## src/hdl/rshlp_pkg.sv

```systemverilog
// Shared types, codes and constants of the RS-hash linear-probe table.
package rshlp_pkg;

    localparam int KEY_BYTES = 10;
    localparam int KEY_W     = 8 * KEY_BYTES;
    localparam int VAL_W     = 64;
    localparam int SLOT_W    = 10;
    localparam int CFG_W     = 11;
    localparam int HASH_W    = 32;
    localparam int CNT_W     = 5;

    localparam logic [HASH_W-1:0] RS_A = 32'd63689;
    localparam logic [HASH_W-1:0] RS_B = 32'd378551;

    localparam logic [CFG_W-1:0] SIZE_RESET = 11'd1024;

    localparam logic [1:0] OP_INSERT = 2'd0;
    localparam logic [1:0] OP_FIND   = 2'd1;
    localparam logic [1:0] OP_REMOVE = 2'd2;
    localparam logic [1:0] OP_UNUSED = 2'd3;

    localparam logic [1:0] ST_OK   = 2'd0;
    localparam logic [1:0] ST_MISS = 2'd1;
    localparam logic [1:0] ST_FULL = 2'd2;

    typedef struct packed {
        logic [1:0]       operation;
        logic [15:0]      key_hi;
        logic [63:0]      key_lo;
        logic [VAL_W-1:0] value;
    } t_req;

    typedef struct packed {
        logic [1:0]        status;
        logic [VAL_W-1:0]  found_value;
        logic [SLOT_W-1:0] slot;
    } t_result;

    // multiplier seen by byte i: RS_A * RS_B^i, wrapped to 32 bits
    typedef logic [HASH_W-1:0] t_mult_tab [KEY_BYTES];

    function automatic t_mult_tab rs_table();
        t_mult_tab t;
        logic [HASH_W-1:0] a;
        a = RS_A;
        for (int i = 0; i < KEY_BYTES; i++) begin
            t[i] = a;
            a = a * RS_B;
        end
        return t;
    endfunction

    localparam t_mult_tab RS_MULT = rs_table();

    typedef struct packed {
        logic       clear_step;
        logic       load;
        logic       hash_step;
        logic       div_step;
        logic       mem_read;
        logic       idx_inc;
        logic       wr_insert;
        logic       clr_used;
        logic       res_en;
        logic       res_hit;
        logic [1:0] res_status;
    } t_dp_cmd;

    typedef struct packed {
        logic       clear_last;
        logic       hash_last;
        logic       div_last;
        logic       in_range;
        logic       used;
        logic       key_match;
        logic [1:0] op;
    } t_dp_status;

endpackage

```

## src/hdl/rshlp_ctrl.sv

```systemverilog
// Sequencer: clearing pass, hash, modulo, and the probe loop.
module rshlp_ctrl
    import rshlp_pkg::*;
(
    input  logic       i_clk,
    input  logic       i_rst_n,
    input  logic       i_start,
    input  t_dp_status i_stat,
    output t_dp_cmd    o_cmd,
    output logic       o_busy
);

    localparam logic [2:0] S_CLEAR  = 3'd0;
    localparam logic [2:0] S_IDLE   = 3'd1;
    localparam logic [2:0] S_HASH   = 3'd2;
    localparam logic [2:0] S_DIV    = 3'd3;
    localparam logic [2:0] S_LOOKUP = 3'd4;
    localparam logic [2:0] S_CHECK  = 3'd5;

    logic [2:0] r_state;
    logic [2:0] n_state;

    always_ff @(posedge i_clk) begin
        if (!i_rst_n) begin
            r_state <= S_CLEAR;
        end else begin
            r_state <= n_state;
        end
    end

    always_comb begin
        n_state = r_state;
        o_cmd   = '0;
        unique case (r_state)
            S_CLEAR: begin
                o_cmd.clear_step = 1'b1;
                if (i_stat.clear_last) n_state = S_IDLE;
            end
            S_IDLE: begin
                if (i_start) begin
                    o_cmd.load = 1'b1;
                    n_state    = S_HASH;
                end
            end
            S_HASH: begin
                o_cmd.hash_step = 1'b1;
                if (i_stat.hash_last) n_state = S_DIV;
            end
            S_DIV: begin
                o_cmd.div_step = 1'b1;
                if (i_stat.div_last) n_state = S_LOOKUP;
            end
            S_LOOKUP: begin
                case (i_stat.op) inside
                    OP_INSERT, OP_FIND: begin
                        if (i_stat.in_range) begin
                            o_cmd.mem_read = 1'b1;
                            n_state        = S_CHECK;
                        end else begin
                            o_cmd.res_en     = 1'b1;
                            o_cmd.res_status = (i_stat.op == OP_INSERT) ? ST_FULL : ST_MISS;
                            n_state          = S_IDLE;
                        end
                    end
                    OP_REMOVE: begin
                        o_cmd.mem_read = 1'b1;
                        n_state        = S_CHECK;
                    end
                    default: begin
                        o_cmd.res_en     = 1'b1;
                        o_cmd.res_status = ST_MISS;
                        n_state          = S_IDLE;
                    end
                endcase
            end
            S_CHECK: begin
                case (i_stat.op)
                    OP_INSERT: begin
                        if (!i_stat.used) begin
                            o_cmd.wr_insert  = 1'b1;
                            o_cmd.res_en     = 1'b1;
                            o_cmd.res_status = ST_OK;
                            n_state          = S_IDLE;
                        end else begin
                            o_cmd.idx_inc = 1'b1;
                            n_state       = S_LOOKUP;
                        end
                    end
                    OP_FIND: begin
                        if (i_stat.used && i_stat.key_match) begin
                            o_cmd.res_en     = 1'b1;
                            o_cmd.res_hit    = 1'b1;
                            o_cmd.res_status = ST_OK;
                            n_state          = S_IDLE;
                        end else if (i_stat.used) begin
                            o_cmd.idx_inc = 1'b1;
                            n_state       = S_LOOKUP;
                        end else begin
                            o_cmd.res_en     = 1'b1;
                            o_cmd.res_status = ST_MISS;
                            n_state          = S_IDLE;
                        end
                    end
                    default: begin
                        // remove looks at the home slot only
                        o_cmd.res_en = 1'b1;
                        if (i_stat.used && i_stat.key_match) begin
                            o_cmd.clr_used   = 1'b1;
                            o_cmd.res_status = ST_OK;
                        end else begin
                            o_cmd.res_status = ST_MISS;
                        end
                        n_state = S_IDLE;
                    end
                endcase
            end
            default: n_state = S_IDLE;
        endcase
    end

    assign o_busy = (r_state != S_IDLE);

endmodule

```

## config.mk

```make
export PLATFORM = sky130hd
export DESIGN_NAME = rshlp_ctrl
export DESIGN_NICKNAME = d
export VERILOG_FILES = /design/src/hdl/rshlp_pkg.sv /design/src/hdl/rshlp_ctrl.sv
export SDC_FILE = /design/constraint.sdc
export NUM_CORES = 1
export LEC_CHECK = 0
export BUFFER_PORTS_ARGS = -buffer_cell sky130_fd_sc_hd__buf_2
export CORE_MARGIN = 2
export CORE_UTILIZATION = 30
export DETAILED_ROUTE_END_ITERATION = 8
export GPL_TIMING_DRIVEN = 0
export PLACE_DENSITY_LB_ADDON = 0.2
export RECOVER_POWER = 100
export SLEW_MARGIN = 20
export SYNTH_ARGS = -nofsm -noshare
export SYNTH_HDL_FRONTEND = slang
export SYNTH_SLANG_ARGS = --single-unit
```

## constraint.sdc

```tcl
create_clock -name i_clk -period 3.4 [get_ports i_clk]
set_input_delay 0.34 -clock i_clk [delete_from_list [all_inputs] [get_ports i_clk]]
set_output_delay 0.34 -clock i_clk [all_outputs]
set_load 0.1 [all_outputs]
```

## Yosys cells after proc, flatten, opt, wreduce, memory -nomap -nowiden

Cells that the tools add are included.

| storage, ports and cells | value |
|---|---|
| register bits after elaboration | 3 |
| output and inout bits | 13 |
| logic and storage cells | 63 |

| operators by class | value |
|---|---|
| multiplexer cells | 45 |
| equal/unequal tests | 12 |
| reduce and logical (&&, ||, !) cells | 5 |

Operators by type and width:

| operator | number |
|---|---|
| 3-bit 2-to-1 mux | 10 |
| 1-bit 2-to-1 mux | 25 |
| 3-bit one-hot mux with 6 select lines | 1 |
| 2-bit inequality test (second input constant) | 4 |
| 1-bit one-hot mux with 2 select lines | 4 |
| 3-bit by 2-bit equality test with 1-bit output (second input constant) | 2 |
| 3-bit equality test (second input constant) | 2 |
| 2-bit 2-to-1 mux | 3 |
| 3-bit one-hot mux with 2 select lines | 1 |
| 2-bit one-hot mux with 2 select lines | 1 |
| 4-bit AND reduction | 1 |
| 3-bit by 1-bit equality test with 1-bit output (second input constant) | 1 |
| 3-bit zero test | 1 |
| 3-bit by 1-bit inequality test with 1-bit output (second input constant) | 1 |
| 2-bit by 1-bit equality test with 1-bit output (second input constant) | 1 |
| 2-bit equality test (second input constant) | 1 |
| 2-bit zero test | 1 |
| 2-bit OR reduction | 1 |
| 1-bit logical AND | 1 |

## Longest topological paths before layout

Gate-level depths: netlist (run 1).

| logic depth | value |
|---|---|
| depth in word-level cells | 5 |
| mapped depth | 7 |

## Worst setup path after synthesis (run 1)

OpenSTA, ideal clock, no wires.

| timing path | value |
|---|---|
| path kind | register -> output |
| start | register r_state[2] |
| end | output port o_cmd[2] in the netlist's numbering |
| data required time | 3.060 ns |
| slack | -0.819 ns |
| arrival | 3.879 ns |
| path buffers | 1 |
| stages on the path, launching flop included | 5 |
| path through | dfxtp_1 > buf_4 > nor2b_1 > nand2_1 > nor4b_1 |

RTL lines:

| what | RTL line | text |
|---|---|---|
| start, declared | rshlp_ctrl.sv:20 | `logic [2:0] r_state;` |
| start signal, assigned | rshlp_ctrl.sv:27 | `r_state <= n_state;` |
| end, declared | rshlp_ctrl.sv:9 | `output t_dp_cmd o_cmd,` |

==> out/metrics.csv, run 1 <==
stage;metric;value;unit
outcome;outcome;finished clean;
synthesis;synth-seq-cells;3;
timing;setup_viol;0;
worst_setup_path;crit_fanout;8;
finish;fillers;140;
routing;vias;470;
timing;finalHoldViolCount;0;
clock_network;cts_setup_buffers;0;
timing;fin_tns_setup;0;ps
timing;clock_skew;0.976;ps
finish;final_cell_mix;clkbuf_1 (15), nand2_1 (12), buf_2 (11);
die;die_x;40.1;um
synthesis;ys_warn_count;0;
timing;finalCritPeriodShare;0.768;
finish;top_register;r_state;
clock_network;cts_buffers;3;
power;p_per_area;351;mW/mm^2
routing;wl_per_cell;11.3;um
clock_network;clockBufferDepth;2;
clock_network;cts_resized;0;
routing;drtIter0Drc;14;
timing;period_minus_slack;2610;ps
timing;fmax;0.383;GHz
place;hpwl;854;um
routing;viasPerCell;4.90;
global_routing;grt_start_max_net_pins;11;
timing;maxSlewHeadroom;0.227;
clock_network;path_clk_slew;40;ps
synthesis;synth_cells;55;
worst_setup_path;crit_path_end_kind;output port;
global_routing;grt.overflow.total;0;
global_routing;grt_pass1_vias;382;
finish;fin_nets;95;
timing;rsz0062_at_grt;false;
global_routing;grt_use_total;0.156;
routing;route.detailed.drc;0;
finish;final_common_cell;clkbuf_1;
synthesis;synth_area_per_cell;7.10;sq um
timing;maxSlewViolCount;0;
finish;reg.largest.list;r_state x3;
finish;syn_to_final_growth;38.8;%
timing;tightest_slew;1170;ps
clock_network;htreeDepth;1;
synthesis;synth_cell_types;28;
power;p_leak;0.238;nW
finish;num_antenna_cells;0;
clock_network;root_buffer;clkbuf_4;
die;fp.coreArea;0.00116;sq mm
job;drv_cap;0;
timing;finalWorstSetupSlack;790;ps
routing;routed_wl;1080;um
die;num_rows;12;
power;peakVddDrop;0.173;mV
synthesis;synth_area;390;sq um
place;place.gp.congestion;0.763;
worst_setup_path;arrival;2270;ps
hold_path;hold_class;input pin to flip-flop;
routing;ant_nets;0;
die;initial_core_util;0.338;
worst_setup_path;cp-start-kind;flip-flop;
clock_network;cts.sinks;3;
die;die_area;0.00161;sq mm
worst_setup_path;crit_required;3060;ps
die;pin_count;24;
global_routing;antenna_found_initial;0;
synthesis;synth.net_count;67;
clock_network;cts_hold_repair.buffers;0;
finish;largest_register_ffs;3;
routing;first_pass_iters;4;
place;portBuffers;23;
synthesis;yosysSeqAreaShare;0.154;
worst_setup_path;critPathKind;flip-flop to output port;
clock_network;cts_tree;yes;
global_routing;grt_pass1_wl;1620;um
place;post-place-ws;1470;ps
finish;drive_above_1_share;0.280;
die;fp.dieH;40.1;um
clock_network;insertion_delay;240;ps
==> metal layers <==
metal | vias to the layer above | track usage | part of all wire
li1 | 248 | - | -
met1 | 206 | 0.219 | 0.50
met2 | 16 | 0.194 | 0.44
met3 | 0 | 0.0667 | 0.060
met4 | 0 | 0.0776 | 0
met5 | - | 0 | 0
==> Yosys cell counts (all sizes together) <==
master,number,area share
nand2,12,0.12
xnor2,1,0.022
nor4b,1,0.022
nand2b,1,0.016
nor2,3,0.029
nor2b,3,0.054
dfxtp,3,0.15
buf,3,0.051
o211a,1,0.026
o22a,1,0.026
and2,1,0.016
mux2i,2,0.051
or4,1,0.019
and3b,1,0.022
mux2,1,0.029
ha,1,0.032
nor3b,1,0.032
a21oi,4,0.051
o21a,1,0.019
nor4,1,0.016
o311a,1,0.026
o21ai,2,0.026
and3,3,0.074
nor3,4,0.051
inv,2,0.019
==> path summary, 6_finish.rpt <==
| kind | slack, ps | start | cells past startpoint | endpoint |
|---|---|---|---|---|
| setup / recovery | 790 | r_state[2]$_SDFFE_PN0P_ | 5 | o_cmd[2] |
| hold / removal | 350 | i_rst_n | 3 | r_state[0]$_SDFFE_PN0P_ |
| setup reg to reg | 1700 | r_state[1]$_SDFFE_PN0P_ | 6 | r_state[2]$_SDFFE_PN0P_ |
| hold reg to reg | 710 | r_state[2]$_SDFFE_PN0P_ | 2 | r_state[1]$_SDFFE_PN0P_ |
==> per-stage QoR <==
stage	cell area, sq um	power, mW	hold WS [ps]	utilization	std cells
2_1_floorplan	403	0.110	456	-	55
3_3_place_gp	536	0.128	600	0.463	92
3_5_place_dp	536	0.129	592	0.463	92
4_1_cts	562	0.194	346	0.486	96
5_1_grt	542	0.202	358	0.469	96
6_report	542	0.190	353	0.469	96
==> final cells by class <==
type,count,area (sq um),area share
clock buffer,4,26.3,0.0485
inverter,2,7.51,0.0139
sequential,3,60.1,0.111
tap,14,17.5,0.0323
buffer,3,16.3,0.0300
timing repair buffer,23,98.8,0.182
multi-input combinational,47,315,0.582
==> worst max-delay path, stage by stage (launching register included) <==
cell and delay [ps]:
dfxtp_1 340, buf_4 170, nor2b_1 240, nand2_1 150
nor4b_2 250, clkbuf_1 890
==> cells by family (layout without fill, tap and decap cells) <==
kind of cell | Yosys count | after routing | synth area share
DFF | 3 | 3 | 0.154
AOI/OAI and AO/OA | 10 | 10 | 0.173
xor gates and xnor gates | 1 | 1 | 0.0224
adders and majority gates | 1 | 1 | 0.0320
muxes | 3 | 3 | 0.0801
and+or+nand+nor | 32 | 32 | 0.468
buffers and inverters | 5 | 32 | 0.0705
==> where the power goes <==
group / internal (mW) / switching [mW] / leakage [nW]
logic: 0.0224 / 0.0645 / 0.199
clock network: 0.0441 / 0.0199 / 0.0150
registers: 0.0377 / 0.00157 / 0.0246
Note: power is estimated with default switching activity, not from simulation.
==> inputs of run 2 (changes only) <==
==> constraint.sdc (replaced) <==
create_clock -name i_clk -period 2.7 [get_ports i_clk]
set_input_delay 0.27 -clock i_clk [delete_from_list [all_inputs] [get_ports i_clk]]
set_output_delay 0.27 -clock i_clk [all_outputs]
set_load 0.1 [all_outputs]
==> run 2 against run 1 <==
Global-route usage increased by 0.69 points. Power increased by 26%. Non-clock buffer count unchanged. Sequential power is 26% higher. Via count up 2.1%. Register-to-register slack worse by 650 ps. Die area unchanged. Clock skew about the same. Combinational power grew 27%.
==> out/metrics.csv, run 2 (same netlist as run 1, synthesis figures left out) <==
stage;metric;value;unit
outcome;outcome;finished clean;
routing;viasPerCell;5.00;
worst_setup_path;arrival;2040;ps
timing;period_minus_slack;2310;ps
timing;finalHoldViolCount;0;
clock_network;htreeDepth;1;
die;num_rows;12;
worst_setup_path;crit_path_end_kind;output port;
routing;first_pass_iters;4;
global_routing;grt_use_total;0.162;
worst_setup_path;critPathKind;flip-flop to output port;
clock_network;cts_buffers;3;
finish;num_antenna_cells;0;
routing;routed_wl;1070;um
timing;rsz0062_at_grt;false;
clock_network;path_clk_slew;40;ps
timing;maxSlewHeadroom;0.229;
global_routing;antenna_found_initial;0;
die;fp.coreArea;0.00116;sq mm
place;hpwl;866;um
place;portBuffers;23;
finish;fin_nets;95;
clock_network;cts_setup_buffers;0;
finish;final_cell_mix;nand2_1 (12), buf_2 (11), clkbuf_2 (8);
power;pwr-share-clk;0.336;
finish;drive_above_1_share;0.402;
routing;vias;480;
clock_network;cts_tree;yes;
finish;reg.largest.list;r_state x3;
clock_network;cts_resized;0;
worst_setup_path;crit_required;2430;ps
job;drv_cap;0;
clock_network;root_buffer;clkbuf_4;
worst_setup_path;cp-start-kind;flip-flop;
place;place.gp.congestion;0.737;
routing;wl_per_cell;11.1;um
power;fin_total_pwr;0.240;mW
timing;clock_skew;0.577;ps
power;seqPwrFrac;0.205;
clock_network;cts_hold_repair.buffers;0;
global_routing;grt.overflow.total;0;
finish;largest_register_ffs;3;
clock_network;clockBufferDepth;2;
global_routing;grt_pass1_wl;1730;um
timing;finalCritPeriodShare;0.856;
power;peakVddDrop;0.219;mV
timing;fin_tns_setup;0;ps
routing;route.detailed.drc;0;
power;combPwrFrac;0.458;
worst_setup_path;crit_fanout;8;
finish;fillers;130;
finish;regArea;60.1;sq um
power;netSwitchingFraction;0.454;
timing;maxSlewViolCount;0;
finish;multiInputGateArea;325;sq um
timing;fmax;0.433;GHz
power;p_per_area;428;mW/mm^2
hold_path;hold_class;input pin to flip-flop;
power;p_int;0.131;mW
power;p_sw;0.109;mW
timing;setup_viol;0;
routing;drtIter0Drc;6;
clock_network;insertion_delay;230;ps
die;pin_count;24;
global_routing;grt_pass1_vias;411;
worst_setup_path;r2r_setup_slack;1050;ps
die;die_x;40.1;um
finish;syn_to_final_growth;43.9;%
die;die_area;0.00161;sq mm
clock_network;cts.sinks;3;
global_routing;grt_start_max_net_pins;11;
routing;ant_nets;0;
timing;tightest_slew;1160;ps
die;initial_core_util;0.338;
finish;top_register;r_state;
power;p_leak;0.266;nW
finish;final_common_cell;nand2_1;
die;fp.dieH;40.1;um
==> run 2: cell counts in the layout (fill, tap and decap cells not counted) <==
No cell type changed its count.
==> run 2: cell type report <==
| type | instances | share of cell area |
|---|---|---|
| inverter | 2 | 0.0134 |
| multi-input combinational | 47 | 0.579 |
| sequential | 3 | 0.107 |
| buffer | 3 | 0.0290 |
| tap | 14 | 0.0312 |
| clock buffer | 4 | 0.0468 |
| timing repair buffer | 23 | 0.194 |
==> run 2: power by group through the flow <==
stage	Combinational, mW	Clock, mW	Sequential [mW]
after global routing	0.118	0.0883	0.0499
after detailed placement	0.112	0	0.0502
final	0.110	0.0808	0.0493
after CTS	0.113	0.0839	0.0494
after floorplan	0.0893	0	0.0497
after global placement	0.112	0	0.0501
==> run 2: path summary, 6_finish.rpt <==
path / to / from / cells after the start
hold / removal: r_state[0]$_SDFFE_PN0P_ / i_rst_n / 3
hold reg to reg: r_state[1]$_SDFFE_PN0P_ / r_state[2]$_SDFFE_PN0P_ / 2
setup reg to reg: r_state[2]$_SDFFE_PN0P_ / r_state[1]$_SDFFE_PN0P_ / 6
setup / recovery: o_cmd[6] / r_state[1]$_SDFFE_PN0P_ / 4
==> run 2: critical path, stage by stage, from the launching register on <==
cell      delay, ps
dfxtp_1         290
clkbuf_1        190
nor2b_1         240
and3_4          230
clkbuf_1        860
==> run 2: per-layer routing <==
layer  wire [um]  GRT usage
met3          62     0.0167
met4          22      0.129
met2         497      0.262
met5           0          0
met1         487      0.193
==> run 2: metrics by stage <==
stage / std cells / instance area [sq um] / worst slack (ps) / hold slack [ps] / utilization
2_1_floorplan: 55 / 413 / -135 / 386 / -
3_5_place_dp: 92 / 546 / 837 / 516 / 0.472
6_report: 96 / 562 / 390 / 276 / 0.486
4_1_cts: 96 / 572 / 584 / 266 / 0.495
5_1_grt: 96 / 562 / 279 / 280 / 0.486
3_3_place_gp: 92 / 546 / 839 / 516 / 0.472
==> inputs of run 3 (changes only) <==
--- a/config.mk
+++ b/config.mk
@@ -9,9 +9,9 @@
 export CORE_MARGIN = 2
 export CORE_UTILIZATION = 30
 export DETAILED_ROUTE_END_ITERATION = 8
-export GPL_TIMING_DRIVEN = 0
 export PLACE_DENSITY_LB_ADDON = 0.2
 export RECOVER_POWER = 100
+export REMOVE_ABC_BUFFERS = 1
 export SLEW_MARGIN = 20
 export SYNTH_ARGS = -nofsm -noshare
 export SYNTH_HDL_FRONTEND = slang
==> run 3 against run 2 <==
Global-route usage is 2.6 points lower. Sequential power is 14% higher. Sequential share of layout area is 0.79 points higher. Highest routed layer is now met3. Final area is 6.9% lower. Final cell count is 3.1% lower.
==> out/metrics.csv, run 3 (same netlist as run 1, synthesis figures left out) <==
stage;metric;value;unit
global_routing;grt_pass1_vias;371;
clock_network;htreeDepth;1;
routing;ant_nets;0;
die;initial_core_util;0.338;
power;combPwrFrac;0.425;
timing;maxSlewViolCount;0;
clock_network;cts_tree;yes;
clock_network;cts_setup_buffers;0;
power;netSwitchingFraction;0.450;
routing;viasPerCell;4.84;
timing;fmax;0.433;GHz
routing;m1WireLength;497;um
global_routing;grt_start_max_net_pins;14;
timing;rsz0062_at_grt;false;
finish;final_common_cell;nand2_1;
die;pin_count;24;
power;fin_total_pwr;0.236;mW
die;die_x;40.1;um
clock_network;root_buffer;clkbuf_4;
die;fp.dieH;40.1;um
worst_setup_path;cp_cell_sequence;nor2b_1 > and3_4 > clkbuf_1;
worst_setup_path;arrival;2040;ps
outcome;outcome;finished clean;
global_routing;grt_pass1_wl;1420;um
clock_network;path_clk_slew;40;ps
worst_setup_path;critPathKind;flip-flop to output port;
clock_network;clockBufferDepth;2;
die;num_rows;12;
clock_network;cts_resized;0;
routing;drtIter0Drc;12;
timing;finalCritPeriodShare;0.856;
place;post-place-ws;820;ps
finish;drive_above_1_share;0.354;
finish;fin_util;0.452;
routing;routed_wl;987;um
finish;fillers;135;
power;p_per_area;451;mW/mm^2
routing;first_pass_iters;2;
clock_network;insertion_delay;230;ps
routing;highest_layer;met3;
power;p_leak;0.258;nW
timing;tightest_slew;1170;ps
hold_path;hold_class;input pin to flip-flop;
die;die_area;0.00161;sq mm
finish;reg.largest.list;r_state x3;
worst_setup_path;cp-start-kind;flip-flop;
finish;fin_nets;92;
routing;vias;450;
finish;num_antenna_cells;0;
worst_setup_path;worst_path_max_delay_cell;clkbuf_1;
timing;finalWorstSetupSlack;388;ps
clock_network;cts_buffers;3;
global_routing;antenna_found_initial;0;
timing;setup_viol;0;
clock_network;cts_hold_repair.buffers;0;
die;fp.coreArea;0.00116;sq mm
power;p_sw;0.106;mW
global_routing;grt_use_total;0.136;
routing;met2WireLength;444;um
finish;final_cell_mix;nand2_1 (12), buf_2 (11), clkbuf_2 (9);
global_routing;grt.overflow.total;0;
power;seqPwrFrac;0.237;
place;hpwl;778;um
job;drv_cap;0;
finish;largest_register_ffs;3;
clock_network;cts.sinks;3;
timing;period_minus_slack;2310;ps
routing;wl_met3;44;um
finish;syn_to_final_growth;34.0;%
worst_setup_path;max_stage_delay;860;ps
finish;top_register;r_state;
power;pwr-share-clk;0.338;
routing;route.detailed.drc;0;
routing;wl_per_cell;10.6;um
timing;finalHoldViolCount;0;
worst_setup_path;crit_fanout;9;
worst_setup_path;crit_required;2430;ps
timing;clock_skew;5.54;ps
place;place.gp.congestion;0.732;
timing;maxSlewHeadroom;0.223;
power;p_int;0.130;mW
worst_setup_path;crit_path_end_kind;output port;
power;peakVddDrop;0.220;mV
place;portBuffers;23;
run 3: cell types whose count changed in the layout (fill, tap and decap cells not counted), sizes merged:
cell	delta
clkbuf	-2
buf	-1
run 3: stage by stage:
step | instance area (sq um) | instances | TNS (ps) | hold WS, ps
finish | 523 | 93 | 0 | 291
detailed placement | 503 | 89 | 0 | 532
global placement | 503 | 89 | 0 | 531
global route | 523 | 93 | 0 | 284
CTS | 529 | 93 | 0 | 283
floorplan | 370 | 52 | -3740 | 386
run 3: worst paths after layout:
check | to | depth (start not counted) | from | slack [ps]
setup / recovery | o_cmd[6] | 3 | r_state[2]$_SDFFE_PN0P_ | 390
hold / removal | r_state[2]$_SDFFE_PN0P_ | 2 | i_rst_n | 290
setup reg to reg | r_state[2]$_SDFFE_PN0P_ | 4 | r_state[0]$_SDFFE_PN0P_ | 1150
hold reg to reg | r_state[1]$_SDFFE_PN0P_ | 1 | r_state[2]$_SDFFE_PN0P_ | 660
run 3: cell type report:
| class | instances | area [sq um] | share of cell area |
|---|---|---|---|
| repair buffers | 23 | 111 | 0.213 |
| well taps | 14 | 17.5 | 0.0335 |
| flip-flops and latches | 3 | 60.1 | 0.115 |
| clock buffers | 4 | 26.3 | 0.0502 |
| multi-input cells | 47 | 300 | 0.574 |
| inverters | 2 | 7.51 | 0.0144 |
run 3: worst max-delay path, delay by kind of cell, from the launching register on:
family                 cells  cell delay (ps)
buffers and inverters      1              860
flip-flops                 1              470
AND/OR/NAND/NOR            2              480
run 3: layer usage:
metal  GRT usage  vias to the layer above
li1            -                      244
met4       0.103                        0
met5           0                        -
met3      0.0389                        0
met2       0.190                        9
met1       0.174                      197
run 3: power by group through the flow:
stage	Combinational, mW	Clock [mW]	Sequential, mW
finish	0.100	0.0796	0.0560
floorplan	0.0804	0	0.0546
global route	0.106	0.0906	0.0570
global placement	0.102	0	0.0568
detailed placement	0.101	0	0.0567
CTS	0.102	0.0838	0.0559
